File: config.mk
export PLATFORM = sky130hd
export DESIGN_NAME = uniform_mod_q_rejection_sampler_unit
export DESIGN_NICKNAME = d
export VERILOG_FILES = /design/src/sv/uqrs_pkg.sv /design/src/sv/uniform_mod_q_rejection_sampler_unit.sv
export SDC_FILE = /design/constraint.sdc
export NUM_CORES = 1
export LEC_CHECK = 0
export BUFFER_PORTS_ARGS = -buffer_cell sky130_fd_sc_hd__buf_2
export CAP_MARGIN = 20
export CORE_ASPECT_RATIO = 0.5
export CORE_MARGIN = 8
export CORE_UTILIZATION = 30
export CTS_BUF_LIST = sky130_fd_sc_hd__clkbuf_16
export DETAILED_ROUTE_END_ITERATION = 8
export PLACE_DENSITY = 0.51
export SLEW_MARGIN = 20
export SYNTH_ARGS = -nofsm -noshare
export SYNTH_HDL_FRONTEND = slang
export SYNTH_SLANG_ARGS = --single-unit
File: constraint.sdc
create_clock -name clk -period 32.7 [get_ports clk]
set_clock_uncertainty 0.2 [all_clocks]
set_input_delay 6.54 -clock clk [delete_from_list [all_inputs] [get_ports clk]]
set_output_delay 6.54 -clock clk [all_outputs]
set_load 0.01 [all_outputs]
File: src/sv/uqrs_pkg.sv
// Shared constants and types for the uniform mod-q rejection sampler.
// No dependencies; imported by uniform_mod_q_rejection_sampler_unit.
`timescale 1ns / 1ps

package uqrs_pkg;

  localparam int MAX_SAMPLES_DEF = 256;

  localparam int DATA_W   = 8;
  localparam int CNT_W    = 9;
  localparam int SAMPLE_W = 13;
  localparam int RES_W    = 20;
  localparam int FILL_W   = 5;

  localparam logic [SAMPLE_W-1:0] Q_MODE0 = 13'd3329;
  localparam logic [SAMPLE_W-1:0] Q_MODE1 = 13'd7681;
  localparam logic [FILL_W-1:0]   CAND13  = 5'd13;

  // register map (byte address bit 2 selects the register)
  localparam logic REG_MODE = 1'b0;

  localparam logic MODE_Q3329 = 1'b0;
  localparam logic MODE_Q7681 = 1'b1;

  localparam logic [1:0] PHASE_B0 = 2'd0;
  localparam logic [1:0] PHASE_B1 = 2'd1;
  localparam logic [1:0] PHASE_B2 = 2'd2;

  typedef struct packed {
    logic [SAMPLE_W-1:0] sample;
    logic [CNT_W-1:0]    count;
    logic                last;
    logic                met;
  } result_t;

endpackage

File: src/sv/uniform_mod_q_rejection_sampler_unit.sv
// Uniform mod-q rejection sampler: byte stream in, accepted coefficients out.
// Byte results are registered into the queue; one byte per cycle unless stalled.
// Results leave one per cycle from a 4-entry queue while sample_stall is low;
// a byte is stalled while fewer than two queue entries are free.
// Synchronous active-high reset clears mode, stream state, count, limit, queue.
// Depends on uqrs_pkg.
`timescale 1ns / 1ps

module uniform_mod_q_rejection_sampler_unit
  import uqrs_pkg::*;
#(
  parameter int MAX_SAMPLES = MAX_SAMPLES_DEF
) (
  input  logic                clk,
  input  logic                rst,
  // APB config port
  input  logic                psel,
  input  logic                penable,
  input  logic                pwrite,
  input  logic [2:0]          paddr,
  input  logic [31:0]         pwdata,
  output logic [31:0]         prdata,
  output logic                pready,
  // byte channel
  input  logic                byte_valid,
  output logic                byte_stall,
  input  logic [DATA_W-1:0]   data_byte,
  input  logic                first_byte,
  input  logic                last_byte,
  input  logic [CNT_W-1:0]    wanted_count,
  // sample channel
  output logic                sample_valid,
  input  logic                sample_stall,
  output logic [SAMPLE_W-1:0] sample,
  output logic [CNT_W-1:0]    sample_count,
  output logic                last_of_run,
  output logic                request_met
);

  localparam int QDEPTH = 4;
  localparam int PTR_W  = $clog2(QDEPTH);
  localparam int QCNT_W = $clog2(QDEPTH + 1);

  // ---------------- config ----------------
  logic mode;
  logic cfg_wr;

  assign pready = 1'b1;
  assign cfg_wr = psel && penable && pwrite && (paddr[2] == REG_MODE);
  assign prdata = (paddr[2] == REG_MODE) ? {31'b0, mode} : 32'b0;

  always_ff @(posedge clk) begin
    if (rst) begin
      mode <= MODE_Q3329;
    end else if (cfg_wr) begin
      mode <= pwdata[0];
    end
  end

  // ---------------- stream state ----------------
  logic [RES_W-1:0]  reservoir, reservoir_next;
  logic [FILL_W-1:0] fill, fill_next;
  logic [1:0]        phase, phase_next;
  logic [CNT_W-1:0]  accepted, accepted_next;
  logic [CNT_W-1:0]  limit, limit_next;

  logic [QCNT_W-1:0] qcount;
  logic              take_byte;
  logic              take_sample;

  assign byte_stall  = (qcount > QCNT_W'(QDEPTH - 2));
  assign take_byte   = byte_valid && !byte_stall;

  // values after the first-byte clear
  logic [RES_W-1:0]  res_cur;
  logic [FILL_W-1:0] fill_cur;
  logic [1:0]        phase_cur;
  logic [CNT_W-1:0]  acc_cur;
  logic [CNT_W-1:0]  lim_cur;
  logic              active;

  logic [RES_W-1:0]    res_or;
  logic [FILL_W-1:0]   fill_sum;
  logic [SAMPLE_W-1:0] c0, c1;
  logic                have0, have1;
  logic                ok0, ok1;
  logic [CNT_W-1:0]    acc1, acc2;
  result_t             r0, r1;
  logic [1:0]          push_n;

  always_comb begin
    res_cur   = first_byte ? '0 : reservoir;
    fill_cur  = first_byte ? '0 : fill;
    phase_cur = first_byte ? PHASE_B0 : phase;
    acc_cur   = first_byte ? '0 : accepted;
    if (first_byte) begin
      lim_cur = (int'(wanted_count) > MAX_SAMPLES) ? CNT_W'(MAX_SAMPLES) : wanted_count;
    end else begin
      lim_cur = limit;
    end
    active = (acc_cur < lim_cur) || (lim_cur == '0);

    reservoir_next = res_cur;
    fill_next      = fill_cur;
    phase_next     = phase_cur;
    c0    = '0;
    c1    = '0;
    have0 = 1'b0;
    have1 = 1'b0;

    // fill never exceeds 12 between bytes, so 20 bits hold the OR
    res_or   = res_cur | (RES_W'(data_byte) << fill_cur[3:0]);
    fill_sum = {1'b0, fill_cur[3:0]} + FILL_W'(8);

    if (active) begin
      if (mode == MODE_Q3329) begin
        case (phase_cur)
          PHASE_B0: begin
            reservoir_next = RES_W'(data_byte);
            phase_next     = PHASE_B1;
          end
          PHASE_B1: begin
            reservoir_next = {4'b0, data_byte, res_cur[7:0]};
            phase_next     = PHASE_B2;
          end
          default: begin
            c0    = {1'b0, res_cur[11:0]};
            c1    = {1'b0, data_byte, res_cur[15:12]};
            have0 = 1'b1;
            have1 = 1'b1;
            reservoir_next = '0;
            phase_next     = PHASE_B0;
          end
        endcase
      end else begin
        if (fill_sum >= CAND13) begin
          c0    = res_or[SAMPLE_W-1:0];
          have0 = 1'b1;
          reservoir_next = res_or >> CAND13;
          fill_next      = fill_sum - CAND13;
        end else begin
          reservoir_next = res_or;
          fill_next      = fill_sum;
        end
      end
    end

    // rejection tests; second candidate sees the count after the first
    ok0  = have0 && (acc_cur < lim_cur)
           && (c0 < ((mode == MODE_Q3329) ? Q_MODE0 : Q_MODE1));
    acc1 = ok0 ? acc_cur + CNT_W'(1) : acc_cur;
    ok1  = have1 && (acc1 < lim_cur) && (c1 < Q_MODE0);
    acc2 = ok1 ? acc1 + CNT_W'(1) : acc1;
    accepted_next = acc2;
    limit_next    = lim_cur;

    r0 = '0;
    r1 = '0;
    if (ok0) begin
      r0.sample = c0;
      r0.count  = acc1;
      r0.last   = !ok1;
      r0.met    = (acc1 == lim_cur);
      if (ok1) begin
        r1.sample = c1;
        r1.count  = acc2;
        r1.last   = 1'b1;
        r1.met    = (acc2 == lim_cur);
      end
    end else if (ok1) begin
      r0.sample = c1;
      r0.count  = acc2;
      r0.last   = 1'b1;
      r0.met    = (acc2 == lim_cur);
    end
    push_n = {1'b0, ok0} + {1'b0, ok1};

    if (last_byte) begin
      reservoir_next = '0;
      fill_next      = '0;
      phase_next     = PHASE_B0;
    end
  end

  always_ff @(posedge clk) begin
    if (rst) begin
      reservoir <= '0;
      fill      <= '0;
      phase     <= PHASE_B0;
      accepted  <= '0;
      limit     <= '0;
    end else if (cfg_wr) begin
      // mode change restarts byte alignment
      reservoir <= '0;
      fill      <= '0;
      phase     <= PHASE_B0;
    end else if (take_byte) begin
      reservoir <= reservoir_next;
      fill      <= fill_next;
      phase     <= phase_next;
      accepted  <= accepted_next;
      limit     <= limit_next;
    end
  end

  // ---------------- result queue ----------------
  result_t           queue [QDEPTH];
  logic [PTR_W-1:0]  wr_ptr, rd_ptr;
  logic [1:0]        push_eff;

  assign sample_valid = (qcount != '0);
  assign take_sample  = sample_valid && !sample_stall;
  assign push_eff     = take_byte ? push_n : 2'd0;

  assign sample       = queue[rd_ptr].sample;
  assign sample_count = queue[rd_ptr].count;
  assign last_of_run  = queue[rd_ptr].last;
  assign request_met  = queue[rd_ptr].met;

  always_ff @(posedge clk) begin
    if (push_eff != 2'd0) begin
      queue[wr_ptr] <= r0;
    end
    if (push_eff == 2'd2) begin
      queue[wr_ptr + PTR_W'(1)] <= r1;
    end
  end

  always_ff @(posedge clk) begin
    if (rst) begin
      wr_ptr <= '0;
      rd_ptr <= '0;
      qcount <= '0;
    end else begin
      wr_ptr <= wr_ptr + PTR_W'(push_eff);
      if (take_sample) begin
        rd_ptr <= rd_ptr + PTR_W'(1);
      end
      qcount <= qcount + QCNT_W'(push_eff) - QCNT_W'(take_sample);
    end
  end

  // ---------------- assertions ----------------
  a_queue_bound: assert property (@(posedge clk) disable iff (rst)
    qcount <= QCNT_W'(QDEPTH))
    else $error("result queue overflow");

  a_sample_below_q: assert property (@(posedge clk) disable iff (rst)
    sample_valid |-> (sample < Q_MODE1))
    else $error("sample not below modulus");

  // queued items may belong to an earlier buffer, so bound by the cap only
  a_count_nonzero: assert property (@(posedge clk) disable iff (rst)
    sample_valid |-> (sample_count != '0) && (int'(sample_count) <= MAX_SAMPLES))
    else $error("sample count out of range");

  a_empty_after_reset: assert property (@(posedge clk)
    $past(rst) |-> !sample_valid)
    else $error("result pending after reset");

endmodule
==> impl_metrics.xml <==
<?xml version="1.0" encoding="UTF-8"?>
<metrics>
  <group name="outcome">
    <metric name="outcome" unit="">completed</metric>
  </group>
  <group name="die">
    <metric name="design.core.area" unit="sq um">34500</metric>
    <metric name="io_pins" unit="">120</metric>
    <metric name="dieArea" unit="sq um">41800</metric>
    <metric name="start_util" unit="%">30.5</metric>
    <metric name="die_h" unit="microns">149</metric>
    <metric name="placement_rows" unit="">48</metric>
    <metric name="die_x" unit="microns">281</metric>
  </group>
  <group name="final_layout">
    <metric name="ant_diodes" unit="">0</metric>
    <metric name="area.growth.synth_to_final" unit="%">9.91</metric>
    <metric name="num-fill-cells" unit="">3549</metric>
    <metric name="finalInstanceArea" unit="sq um">11600</metric>
    <metric name="layout-drive-gt1-share" unit="%">14.1</metric>
    <metric name="nets" unit="">1235</metric>
  </group>
  <group name="critical_path">
    <metric name="worstPathRequired" unit="ns">32.80</metric>
    <metric name="timing.setup.critical_path_class" unit="">primary input to flop</metric>
    <metric name="r2r_start" unit="">accepted[2]$_SDFFE_PP0P_</metric>
    <metric name="critical_path.endpoint_type" unit="">flop</metric>
    <metric name="worstSetupStartpointType" unit="">primary input</metric>
    <metric name="critical-path-slowest-cell" unit="">sky130_fd_sc_hd__nor2_1</metric>
    <metric name="critical_path.max_stage_delay" unit="ns">1.03</metric>
    <metric name="critical_path_arrival" unit="ns">18.78</metric>
    <metric name="crit_path_max_fanout" unit="">50</metric>
    <metric name="timing.critical_path.from" unit="">first_byte</metric>
  </group>
  <group name="clock_network">
    <metric name="clk_transition_reported_paths" unit="ns">0.06</metric>
    <metric name="cts_root_buf" unit="">sky130_fd_sc_hd__clkbuf_16</metric>
    <metric name="cts_sink_cnt" unit="">150</metric>
    <metric name="post_cts.repair.setup_buffers" unit="">0</metric>
    <metric name="hold_buffers" unit="">0</metric>
    <metric name="cts_max_level" unit="">4</metric>
    <metric name="cts-resized-gates" unit="">0</metric>
    <metric name="cts_tree" unit="">built</metric>
    <metric name="clk-insertion-delay-late" unit="ns">0.45</metric>
    <metric name="clock_path_buffers" unit="">2</metric>
    <metric name="cts_made_buffers" unit="">17</metric>
  </group>
  <group name="route">
    <metric name="routed_wl" unit="microns">36700</metric>
    <metric name="post_drt_wl_per_cell" unit="microns">22.5</metric>
    <metric name="remaining_drc_errors" unit="">0</metric>
    <metric name="ant_nets" unit="">0</metric>
    <metric name="vias_per_cell" unit="">5.76</metric>
    <metric name="routed-via-count" unit="">9407</metric>
    <metric name="drtIter0Drc" unit="">1073</metric>
    <metric name="detailedRoute.firstPassIterationCount" unit="">5</metric>
  </group>
  <group name="sta">
    <metric name="slew_headroom" unit="%">23.2</metric>
    <metric name="report.final.slew_viol_count" unit="">0</metric>
    <metric name="fmaxAchievable" unit="GHz">0.0535</metric>
    <metric name="post-route-min-period" unit="ns">18.68</metric>
    <metric name="finalSetupViolations" unit="">0</metric>
    <metric name="hold_viol" unit="">0</metric>
    <metric name="setup-tns-final" unit="ns">0</metric>
    <metric name="tightest_slew" unit="ns">1.15</metric>
    <metric name="fin_hold_ws" unit="ns">0.261</metric>
    <metric name="layout_worst_path_cycle_share" unit="%">57.1</metric>
    <metric name="grt_setup_unrepaired" unit="">false</metric>
  </group>
  <group name="job">
    <metric name="max_cap_viol_count" unit="">0</metric>
  </group>
  <group name="pwr">
    <metric name="pleak" unit="uW">0.00408</metric>
    <metric name="ir_worst_vdd" unit="uV">26.7</metric>
    <metric name="pwr_density_cell" unit="nW/um^2">45.5</metric>
  </group>
  <group name="global_route">
    <metric name="global_route.usage.total" unit="%">17.4</metric>
    <metric name="grt_first_pass_wirelength" unit="microns">56400</metric>
    <metric name="overflow_left_after_global_routing" unit="">0</metric>
    <metric name="number_of_global_route_vias_before_repair" unit="">9248</metric>
    <metric name="number_of_antenna_violations_at_the_first_check_in_global_routing" unit="">0</metric>
    <metric name="largest_net_degree_at_the_start_of_global_routing" unit="">51</metric>
  </group>
  <group name="yosys">
    <metric name="post_synth_instance_area" unit="sq um">10500</metric>
    <metric name="syn-instance-count" unit="">1152</metric>
    <metric name="synth_enable_flop_cells" unit="">92</metric>
    <metric name="number_of_distinct_standard_cells_referenced_by_the_synthesized_netlist" unit="">95</metric>
    <metric name="post-synth-top-count-cell" unit="">sky130_fd_sc_hd__nor2_1</metric>
    <metric name="synth.yosys.warnings" unit="">0</metric>
    <metric name="synth_area_leader_cell" unit="">sky130_fd_sc_hd__edfxtp_1</metric>
    <metric name="synth.top_cell.area_share" unit="%">26.2</metric>
    <metric name="synth_seq_area_share" unit="%">37.2</metric>
    <metric name="ys_ff_latch" unit="">150</metric>
    <metric name="post_synth_main_area_contributors" unit="">sky130_fd_sc_hd__edfxtp_1 26%, sky130_fd_sc_hd__dfxtp_1 11%, sky130_fd_sc_hd__mux4_2 5.8%</metric>
    <metric name="share_of_synthesized_flip_flops_with_an_asynchronous_set_or_reset" unit="%">0</metric>
    <metric name="ys_dominant_reg_cell" unit="">sky130_fd_sc_hd__edfxtp_1</metric>
    <metric name="synth_commonest_cells" unit="">124 x sky130_fd_sc_hd__nor2_1, 104 x sky130_fd_sc_hd__nand2_1, 92 x sky130_fd_sc_hd__edfxtp_1</metric>
    <metric name="post_synth.cell_area_avg" unit="sq um">9.15</metric>
  </group>
  <group name="min_path">
    <metric name="min_path_type" unit="">flop to flop</metric>
    <metric name="hold_start" unit="">accepted[8]$_SDFFE_PP0P_</metric>
  </group>
  <group name="placement">
    <metric name="io_buffer_count" unit="">54</metric>
    <metric name="finalWeightedCongestion" unit="">0.944</metric>
    <metric name="placement.cell_area" unit="sq um">11000</metric>
    <metric name="post-dp-hpwl" unit="microns">25300</metric>
  </group>
</metrics>
cells by family after synthesis:
group           count (synthesis)  share of synthesized area, %
other cells                     2                        0.0712
fa+ha+maj                      30                          3.63
mux                            40                          7.06
buf+inv                       150                          6.78
compound gates                356                          24.0
simple gates                  390                          18.0
flops                         150                          37.2
xor+xnor                       34                          3.20
report_power, final:
part           internal (uW)  leakage, uW  switching, uW
sequential               206      0.00140           7.66
clock                    105     0.000270           88.0
combinational           45.9      0.00240           74.4
total                    357      0.00408            170
sequential cells by signal, indices dropped and copies added, names as in the netlist, named ones only:
signal and flops:
wr_ptr 2, limit 9, accepted 9, qcount 3, reservoir 20, phase 2, queue 96, mode 1
rd_ptr 2, fill 4
critical path: cells and delay by family:
family	cells	cell delay (ns)
adder cells (fa/ha/maj)	4	1.19
buffers and inverters	6	2.50
AO/OA/AOI/OAI	11	2.32
AND/OR/NAND/NOR	12	5.78
XOR/XNOR	1	0.33
metal layers:
| layer | track usage, % | wire [microns] | vias to the layer above |
|---|---|---|---|
| li1 | - | - | 4284 |
| met1 | 24.1 | 16800 | 4599 |
| met2 | 26.9 | 16200 | 469 |
| met3 | 3.53 | 2880 | 55 |
| met4 | 5.63 | 788 | 0 |
| met5 | 0 | 0 | - |
metrics by stage:
step                worst slack [ns]  std cells  utilization (%)  power [uW]
floorplan                      17.73       1182                -         301
global placement               13.98       1600             31.9         336
detailed placement             13.85       1600             31.9         338
CTS                            14.35       1632             33.5         529
global route                   13.18       1632             33.6         549
finish                         14.02       1632             33.6         527
cells in the final DEF (no fill, tap or decap), types with 11 or more instances in the layout:
cell type	count
sky130_fd_sc_hd__edfxtp_1	92
sky130_fd_sc_hd__dfxtp_1	57
sky130_fd_sc_hd__mux4_2	27
sky130_fd_sc_hd__ha_1	29
sky130_fd_sc_hd__xor2_1	12
sky130_fd_sc_hd__a32oi_1	14
sky130_fd_sc_hd__a21oi_1	69
sky130_fd_sc_hd__nor2_1	118
sky130_fd_sc_hd__a211oi_1	14
sky130_fd_sc_hd__nand3_1	38
sky130_fd_sc_hd__a22o_1	51
sky130_fd_sc_hd__o211ai_1	11
sky130_fd_sc_hd__conb_1	32
sky130_fd_sc_hd__xnor2_1	19
sky130_fd_sc_hd__a22oi_1	25
sky130_fd_sc_hd__buf_2	54
sky130_fd_sc_hd__nor2b_1	29
sky130_fd_sc_hd__buf_4	12
sky130_fd_sc_hd__nor3_1	15
sky130_fd_sc_hd__o22ai_1	28
sky130_fd_sc_hd__inv_1	23
sky130_fd_sc_hd__clkbuf_16	17
sky130_fd_sc_hd__o21ai_0	57
sky130_fd_sc_hd__nand2_1	104
sky130_fd_sc_hd__o31ai_1	11
layout make-up:
cell class | count | area (sq um) | share of cell area, %
multi-input cells | 882 | 6050 | 52.2
inverters | 27 | 104 | 0.896
flip-flops and latches | 150 | 3930 | 33.9
repair buffers | 66 | 360 | 3.11
clock inverters | 15 | 129 | 1.11
clock buffers | 17 | 425 | 3.67
well taps | 475 | 594 | 5.13
worst paths after layout:
path,endpoint,slack [ns],cells past startpoint
setup / recovery,queue[0][12]$_DFFE_PP_,14.02,34
hold reg to reg,accepted[8]$_SDFFE_PP0P_,0.26,2
setup reg to reg,queue[0][12]$_DFFE_PP_,21.16,32
hold / removal,accepted[8]$_SDFFE_PP0P_,0.26,2
Note: power is estimated with default switching activity, not from simulation.
